==> src/hdl/a85_pkg.sv <==
// a85_pkg: constants, types and helpers for the ASCII85 decoder.
// No dependencies; imported by the decoder core.
`default_nettype none

package a85_pkg;

  localparam logic [7:0] DIGIT_LO = 8'h21;   // '!'
  localparam logic [7:0] DIGIT_HI = 8'h75;   // 'u'
  localparam logic [7:0] CH_Z     = 8'h7a;   // 'z'
  localparam logic [7:0] CH_TILDE = 8'h7e;   // '~'
  localparam logic [7:0] CH_GT    = 8'h3e;   // '>'

  localparam int GV_W    = 26;  // value of up to four digits, below 85^4
  localparam int ACC_W   = 33;  // five digits, below 85^5
  localparam int SCALE_W = 20;  // largest pad scale 85^3
  localparam int CNT_W   = 3;
  localparam logic [CNT_W-1:0] GROUP_FULL = 3'd4;

  // Work handed from the state update stage to the output stage.
  typedef struct packed {
    logic [31:0]      word;   // full group or 'z' word
    logic [CNT_W-1:0] nres;   // bytes from word, 0 or 4
    logic             flush;  // partial group to pad at end of stream
    logic [GV_W-1:0]  fgv;
    logic [CNT_W-1:0] fcnt;
    logic             last;
  } work_t;

  // 85^(5-n): padding with digit 84 gives v*scale + scale - 1.
  function automatic logic [SCALE_W-1:0] pad_scale(input logic [CNT_W-1:0] n);
    logic [SCALE_W-1:0] s;
    case (n)
      3'd2:    s = 20'd614125;
      3'd3:    s = 20'd7225;
      3'd4:    s = 20'd85;
      default: s = 20'd1;
    endcase
    return s;
  endfunction

endpackage

`default_nettype wire

==> src/hdl/a85_in_if.sv <==
// a85_in_if: encoded character channel, valid/ready handshake.
// No dependencies.
`default_nettype none

interface a85_in_if;
  logic       valid;
  logic       ready;
  logic [7:0] char_in;
  logic       stream_last;

  modport source (output valid, output char_in, output stream_last, input ready);
  modport sink   (input valid, input char_in, input stream_last, output ready);
endinterface

`default_nettype wire

==> src/hdl/a85_out_if.sv <==
// a85_out_if: decoded byte channel, valid/ready handshake.
// No dependencies.
`default_nettype none

interface a85_out_if;
  logic       valid;
  logic       ready;
  logic [7:0] byte_out;
  logic       byte_valid;
  logic       run_last;
  logic       stream_end;

  modport source (output valid, output byte_out, output byte_valid, output run_last,
                  output stream_end, input ready);
  modport sink   (input valid, input byte_out, input byte_valid, input run_last,
                  input stream_end, output ready);
endinterface

`default_nettype wire

==> src/hdl/ascii85_decoder_core.sv <==
// ASCII85 stream decoder: one character word in, decoded byte words out.
// Depends on a85_pkg, a85_in_if and a85_out_if.
//
// Usage:
//   in_ch carries one encoded character per word, stream_last marking the
//   final character. out_ch carries decoded bytes; run_last flags the last
//   byte caused by one character, stream_end the last byte of a stream. A
//   stream whose end yields no byte still gives one word with byte_valid 0.
// Path: a character is registered, then updates the group state, then
//   the padded tail multiply feeds the output buffer, which presents its
//   first byte on out_ch.
// Throughput: one character per cycle unless the output buffer stalls. A full
//   group, 'z' or an end flush drains one byte per cycle from the output buffer
//   while out_ch is ready, so a burst of four bytes holds the three-stage pipe.
// Reset (rst, synchronous): empties all stages and clears the group state.
// Receiver stall: the output buffer holds its word; the stages behind it
//   keep filling, then in_ch.ready drops until the buffer moves again.
`default_nettype none

module ascii85_decoder_core
  import a85_pkg::*;
(
  input  wire logic clk,
  input  wire logic rst,
  a85_in_if.sink    in_ch,
  a85_out_if.source out_ch
);

  // input register
  logic             a_valid;
  logic [7:0]       a_char;
  logic             a_last;
  // decoding state
  logic [GV_W-1:0]  gv, gv_next;
  logic [CNT_W-1:0] cnt, cnt_next;
  logic             tp, tp_next;
  logic             term, term_next;
  // work register
  logic             b_valid;
  work_t            b, b_next;
  // output buffer
  logic             o_valid;
  logic [31:0]      o_word;
  logic [CNT_W-1:0] o_rem;
  logic             o_blank;
  logic             o_end;

  logic a_adv, b_adv, b_has_out, o_pop, o_load_ok;

  // ---- handshake ----
  assign o_pop     = o_valid && out_ch.ready;
  assign o_load_ok = !o_valid || (o_pop && o_rem == 3'd1);
  assign b_has_out = b.last || b.nres != '0;
  assign b_adv     = b_valid && (!b_has_out || o_load_ok);
  assign a_adv     = a_valid && (!b_valid || b_adv);
  assign in_ch.ready = !a_valid || a_adv;

  // ---- state update ----
  logic [ACC_W-1:0] gv_ext, acc;
  logic [6:0]       digit;
  logic             is_digit;

  always_comb begin
    gv_ext   = {{(ACC_W-GV_W){1'b0}}, gv};
    digit    = 7'(a_char - DIGIT_LO);
    is_digit = a_char inside {[DIGIT_LO:DIGIT_HI]};
    // gv*85 + digit, 85 = 64+16+4+1
    acc = (gv_ext << 6) + (gv_ext << 4) + (gv_ext << 2) + gv_ext
        + {{(ACC_W-7){1'b0}}, digit};

    gv_next   = gv;
    cnt_next  = cnt;
    tp_next   = tp;
    term_next = term;
    b_next    = '0;

    if (!term) begin
      tp_next = 1'b0;
      if (tp && a_char == CH_GT) begin
        term_next = 1'b1;
      end else if (is_digit) begin
        if (cnt == GROUP_FULL) begin
          b_next.word = acc[31:0];
          b_next.nres = 3'd4;
          gv_next     = '0;
          cnt_next    = '0;
        end else begin
          gv_next  = acc[GV_W-1:0];
          cnt_next = cnt + 3'd1;
        end
      end else if (a_char == CH_Z) begin
        b_next.nres = 3'd4;
        gv_next     = '0;
        cnt_next    = '0;
      end else if (a_char == CH_TILDE) begin
        if (a_last) begin
          term_next = 1'b1;
        end else begin
          tp_next = 1'b1;
        end
      end
    end

    if (a_last) begin
      b_next.last = 1'b1;
      if (cnt_next >= 3'd2) begin
        b_next.flush = 1'b1;
        b_next.fgv   = gv_next;
        b_next.fcnt  = cnt_next;
      end
      gv_next   = '0;
      cnt_next  = '0;
      tp_next   = 1'b0;
      term_next = 1'b0;
    end
  end

  // ---- tail padding and buffer load ----
  logic [SCALE_W-1:0]      scale;
  logic [GV_W+SCALE_W-1:0] prod;
  logic [31:0]             pad_word, load_word;
  logic [CNT_W-1:0]        load_n;

  always_comb begin
    scale    = pad_scale(b.fcnt);
    prod     = b.fgv * scale;
    pad_word = prod[31:0] + {{(32-SCALE_W){1'b0}}, scale} - 32'd1;
    if (b.flush) begin
      load_word = pad_word;
      load_n    = b.fcnt - 3'd1;
    end else begin
      load_word = b.word;
      load_n    = b.nres;
    end
  end

  // ---- registers ----
  always_ff @(posedge clk) begin
    if (rst) begin
      a_valid <= 1'b0;
      gv      <= '0;
      cnt     <= '0;
      tp      <= 1'b0;
      term    <= 1'b0;
      b_valid <= 1'b0;
      o_valid <= 1'b0;
      o_rem   <= '0;
      o_blank <= 1'b0;
      o_end   <= 1'b0;
    end else begin
      if (in_ch.ready) begin
        a_valid <= in_ch.valid;
      end
      if (a_adv) begin
        gv   <= gv_next;
        cnt  <= cnt_next;
        tp   <= tp_next;
        term <= term_next;
      end
      if (!b_valid || b_adv) begin
        b_valid <= a_adv;
      end
      if (b_adv && b_has_out) begin
        o_valid <= 1'b1;
        o_end   <= b.last;
        if (load_n == '0) begin
          o_rem   <= 3'd1;
          o_blank <= 1'b1;
        end else begin
          o_rem   <= load_n;
          o_blank <= 1'b0;
        end
      end else if (o_pop) begin
        o_rem <= o_rem - 3'd1;
        if (o_rem == 3'd1) begin
          o_valid <= 1'b0;
        end
      end
    end
  end

  always_ff @(posedge clk) begin
    if (in_ch.ready) begin
      a_char <= in_ch.char_in;
      a_last <= in_ch.stream_last;
    end
    if (a_adv) begin
      b <= b_next;
    end
    if (b_adv && b_has_out) begin
      o_word <= (load_n == '0) ? 32'd0 : load_word;
    end else if (o_pop) begin
      o_word <= o_word << 8;
    end
  end

  assign out_ch.valid      = o_valid;
  assign out_ch.byte_out   = o_word[31:24];
  assign out_ch.byte_valid = !o_blank;
  assign out_ch.run_last   = o_rem == 3'd1;
  assign out_ch.stream_end = o_end && o_rem == 3'd1;

endmodule

`default_nettype wire

==> src/flat_wrapper.sv <==
// flat-port wrapper written by rule: the top's interface ports become plain ports
module ascii85_decoder_core_flat import a85_pkg::*;
  (clk, rst, in_ch_valid, in_ch_char_in, in_ch_stream_last, in_ch_ready, out_ch_valid, out_ch_byte_out, out_ch_byte_valid, out_ch_run_last, out_ch_stream_end, out_ch_ready);
  a85_in_if in_ch_i ();
  a85_out_if out_ch_i ();
  input  wire logic clk;
  input  wire logic rst;
  input wire logic [$bits(in_ch_i.valid)-1:0] in_ch_valid;
  input wire logic [$bits(in_ch_i.char_in)-1:0] in_ch_char_in;
  input wire logic [$bits(in_ch_i.stream_last)-1:0] in_ch_stream_last;
  output wire logic [$bits(in_ch_i.ready)-1:0] in_ch_ready;
  output wire logic [$bits(out_ch_i.valid)-1:0] out_ch_valid;
  output wire logic [$bits(out_ch_i.byte_out)-1:0] out_ch_byte_out;
  output wire logic [$bits(out_ch_i.byte_valid)-1:0] out_ch_byte_valid;
  output wire logic [$bits(out_ch_i.run_last)-1:0] out_ch_run_last;
  output wire logic [$bits(out_ch_i.stream_end)-1:0] out_ch_stream_end;
  input wire logic [$bits(out_ch_i.ready)-1:0] out_ch_ready;
  assign in_ch_i.valid = in_ch_valid;
  assign in_ch_i.char_in = in_ch_char_in;
  assign in_ch_i.stream_last = in_ch_stream_last;
  assign in_ch_ready = in_ch_i.ready;
  assign out_ch_valid = out_ch_i.valid;
  assign out_ch_byte_out = out_ch_i.byte_out;
  assign out_ch_byte_valid = out_ch_i.byte_valid;
  assign out_ch_run_last = out_ch_i.run_last;
  assign out_ch_stream_end = out_ch_i.stream_end;
  assign out_ch_i.ready = out_ch_ready;
  ascii85_decoder_core u_core (.clk(clk), .rst(rst), .in_ch(in_ch_i), .out_ch(out_ch_i));
endmodule
==> config.mk <==
export PLATFORM = sky130hd
export DESIGN_NAME = ascii85_decoder_core_flat
export DESIGN_NICKNAME = d
export VERILOG_FILES = /design/src/hdl/a85_pkg.sv /design/src/hdl/a85_in_if.sv /design/src/hdl/a85_out_if.sv /design/src/hdl/ascii85_decoder_core.sv /design/src/flat_wrapper.sv
export SDC_FILE = /design/constraint.sdc
export NUM_CORES = 1
export LEC_CHECK = 0
export ABC_CLOCK_PERIOD_IN_PS = 9800
export BUFFER_PORTS_ARGS = -buffer_cell sky130_fd_sc_hd__buf_2
export CAP_MARGIN = 20
export CORE_MARGIN = 2
export CORE_UTILIZATION = 35
export DETAILED_ROUTE_END_ITERATION = 7
export HOLD_SLACK_MARGIN = 0.1
export MAX_ROUTING_LAYER = met4
export PLACE_DENSITY_LB_ADDON = 0.15
export SYNTH_ARGS = -nofsm -noshare
export SYNTH_HDL_FRONTEND = slang
export SYNTH_SLANG_ARGS = --single-unit
==> constraint.sdc <==
create_clock -name clk -period 9.8 [get_ports clk]
set_input_delay 0.98 -clock clk [delete_from_list [all_inputs] [get_ports clk]]
set_output_delay 0.98 -clock clk [all_outputs]
set_load 0.02 [all_outputs]
==> impl_results.md <==
- Status: complete, no violations
- Total negative slack: 0 ns
- Filler cells: 5595
- CTS tree: done
- Clock buffer depth: 2
- Library cells used by synthesis: 76
- Final wirelength: 51270 microns
- Arrival @ worst endpoint: 8.58 ns
- Crit path time final: 8.409 ns
- Placer Congestion: 0.9153
- Post-synth top cells: 393 x inv_1, 290 x fa_1, 254 x ha_1
- Synth Cell Area: 0.01963 sq mm
- Ys Warns: 0
- Total GRT Usage: 19.40%
- Routed vias/inst: 4.946
- CP max stage delay: 0.53 ns
- EDFF count, synth: 105
- Crit path max fanout: 11
- Leakage: 0.01018 uW
- Fmax achieved: 0.1189 GHz
- Root buf cell: clkbuf_16
- Max Transition Viols Final: 0
- # clock sinks: 144
- H-tree depth: 4
- ANT nets after route: 0
- Via count: 13400
- Register area share after synthesis: 20.04%
- First-iteration detailed-routing DRC count: 704
- # diodes: 0
- I/O pins: 26
- DP Wirelength: 44400 microns
- Syn Inst Count: 1950
- Critical Path Source Type: flip-flop
- Share of layout cells above drive strength 1: 4.742%
- Ys async rst share: 0%
- Clock slew at reported path FFs: 0.07 ns
- Worst reg2reg setup slack: 1.39 ns
- Critical Path RT: 9.97 ns
- DRT Pass-1 Iters: 7
- Initial antenna violation count: 0
- Buffers plus inverters on the worst setup path: 9
- Pin count of the biggest net entering global routing: 68
- CTS Buf Count: 17
- Syn nets: 2507
- Ranking of synthesized cells by area: fa_1 30%, ha_1 16%, edfxtp_1 16%
- Slew headroom: 30.50%
- Share of Yosys cell area claimed by the top area cell type: 29.57%
- # port buffers: 25
- Crit path kind: flip-flop to flip-flop
- Die height: 240.8 microns
- Core Region: 0.05531 sq mm
- Least-Margin Pin Slew: 1.043 ns
- Hold Path Class: flip-flop to flip-flop
- Die width: 240.8 microns
- Clk_skew: 0.01550 ns
- Final hold slack: 0.4905 ns
- Unrepaired setup endpoints after global routing: false
- CTS Hold Bufs: 0
- Final nets: 2505
- Final setup viols: 0
- First-pass GRT wire length: 83270 microns
- Fin. Hold Viols: 0
- Clk_lat worst skew: 0.44 ns
- Synthesis-to-layout area growth: 7.407%
- Grt ovf: 0
- # DRC: 0
- Post-cts sizing count: 0
- Number of global-route vias before repair: 14510
- Max-cap violations: 0
- Synthesized area per cell: 10.07 sq um
- Average routed wire per standard cell: 18.92 microns
- Most used DFF post-synth: edfxtp_1
- Crit. End Element: flip-flop
- Max VDD drop: 125.0 uV
- Initial core utilization: 35.49%
- Postcts setup bufs: 0
- CP dominant cell by count: inv_1
- Period utilization: 85.81%
- #FFs+latches synth: 144
- PD cells: 110.0 mW/mm^2
- Num rows: 86
- Most numerous cell in the Yosys netlist: inv_1
- Synth area leader: fa_1
- CP max-delay cell: fa_1
- CP top delay family: adder cells
- Die footprint: 0.05800 sq mm
report_power, final:
part	leakage, uW	internal [uW]	switching [uW]
clock network	0.000290	342	303
registers	0.00133	672	19.3
logic	0.00856	394	588
layout by cell type (no fill, tap or decap), drive strengths merged, types with 5 or more instances in the layout:
cell     instances
nor2b           18
and2            64
edfxtp         105
o221ai           8
o21ai           58
o21a            10
nor3            20
fa             290
dfxtp           39
a21oi           65
or3              6
a22oi           37
a2bb2oi         10
buf             39
inv            403
xnor2           54
or2              5
o211ai           9
nand4           10
o31ai            7
clkbuf          17
a211oi          14
nand3           23
nand2b           8
ha             254
mux2i           17
nand2          113
xor2            26
nor2           122
and3             7
nor4             6
clkinv           5
nand3b           5
a32oi            7
o21bai           7
a31oi            9
a21o            18
cells by family (layout without fill, tap and decap cells):
group	after synthesis	in the layout	synth area share (%)
xor+xnor	81	81	3.684
fa+ha+maj	544	544	45.76
flops	144	144	20.04
compound gates	292	292	10.22
simple gates	419	419	10.36
buf+inv	453	464	9.064
mux	17	17	0.8668
through the flow:
step | instances | utilization [%] | total power [uW] | setup WS [ns] | area (sq um)
after CTS | 2709 | 38.12 | 2342 | 1.371 | 21080
final | 2709 | 38.12 | 2319 | 1.391 | 21080
after global routing | 2709 | 38.12 | 2496 | 0.9206 | 21080
after detailed placement | 2677 | 37.06 | 1681 | 1.427 | 20490
after floorplan | 1950 | - | 1396 | 2.414 | 19630
after global placement | 2676 | 37.04 | 1678 | 1.628 | 20490
layer usage:
metal  vias to the layer above  track usage, %  wire length (microns)
li1                       6388               -                      -
met1                      6746           26.27                  24610
met2                       227           31.93                  24560
met3                        39           1.853                   1445
met4                         0           3.704                    652
met5                         -               -                      0
registers in the layout, summed over array words and instances (netlist names):
| name | flops |
|---|---|
| u_core.term | 1 |
| u_core.cnt | 3 |
| u_core.a_char | 8 |
| u_core.b | 64 |
| u_core.a_valid | 1 |
| u_core.gv | 26 |
| u_core.o_word | 32 |
| u_core.a_last | 1 |
| u_core.tp | 1 |
| u_core.o_end | 1 |
| u_core.o_rem | 3 |
| u_core.out_ch.valid | 1 |
| u_core.b_valid | 1 |
| u_core.o_blank | 1 |
worst min-delay path, cell delays in order, from the launching register on:
cell	delay [ns]
dfxtp_1	0.30
inv_1	0.08
a211oi_1	0.07
final timing paths:
path / start / end / cells past startpoint
setup reg to reg: u_core.b[1]$_SDFFCE_PN0P_ / u_core.o_word[29]$_DFFE_PP_ / 29
hold reg to reg: u_core.o_blank$_SDFFE_PP0P_ / u_core.o_blank$_SDFFE_PP0P_ / 2
setup / recovery: u_core.b[1]$_SDFFCE_PN0P_ / u_core.o_word[29]$_DFFE_PP_ / 29
hold / removal: u_core.o_blank$_SDFFE_PP0P_ / u_core.o_blank$_SDFFE_PP0P_ / 2
layout make-up:
class / instances / area, sq um / area share, %
tap: 748 / 935.9 / 4.439
inverter: 393 / 1475 / 6.997
clock buffer: 17 / 425.4 / 2.018
sequential: 144 / 3934 / 18.66
clock inverter: 15 / 163.9 / 0.7774
multi-input combinational: 1353 / 13920 / 66.02
timing repair buffer: 39 / 230.2 / 1.092
Power figures use the tool's default switching activity.
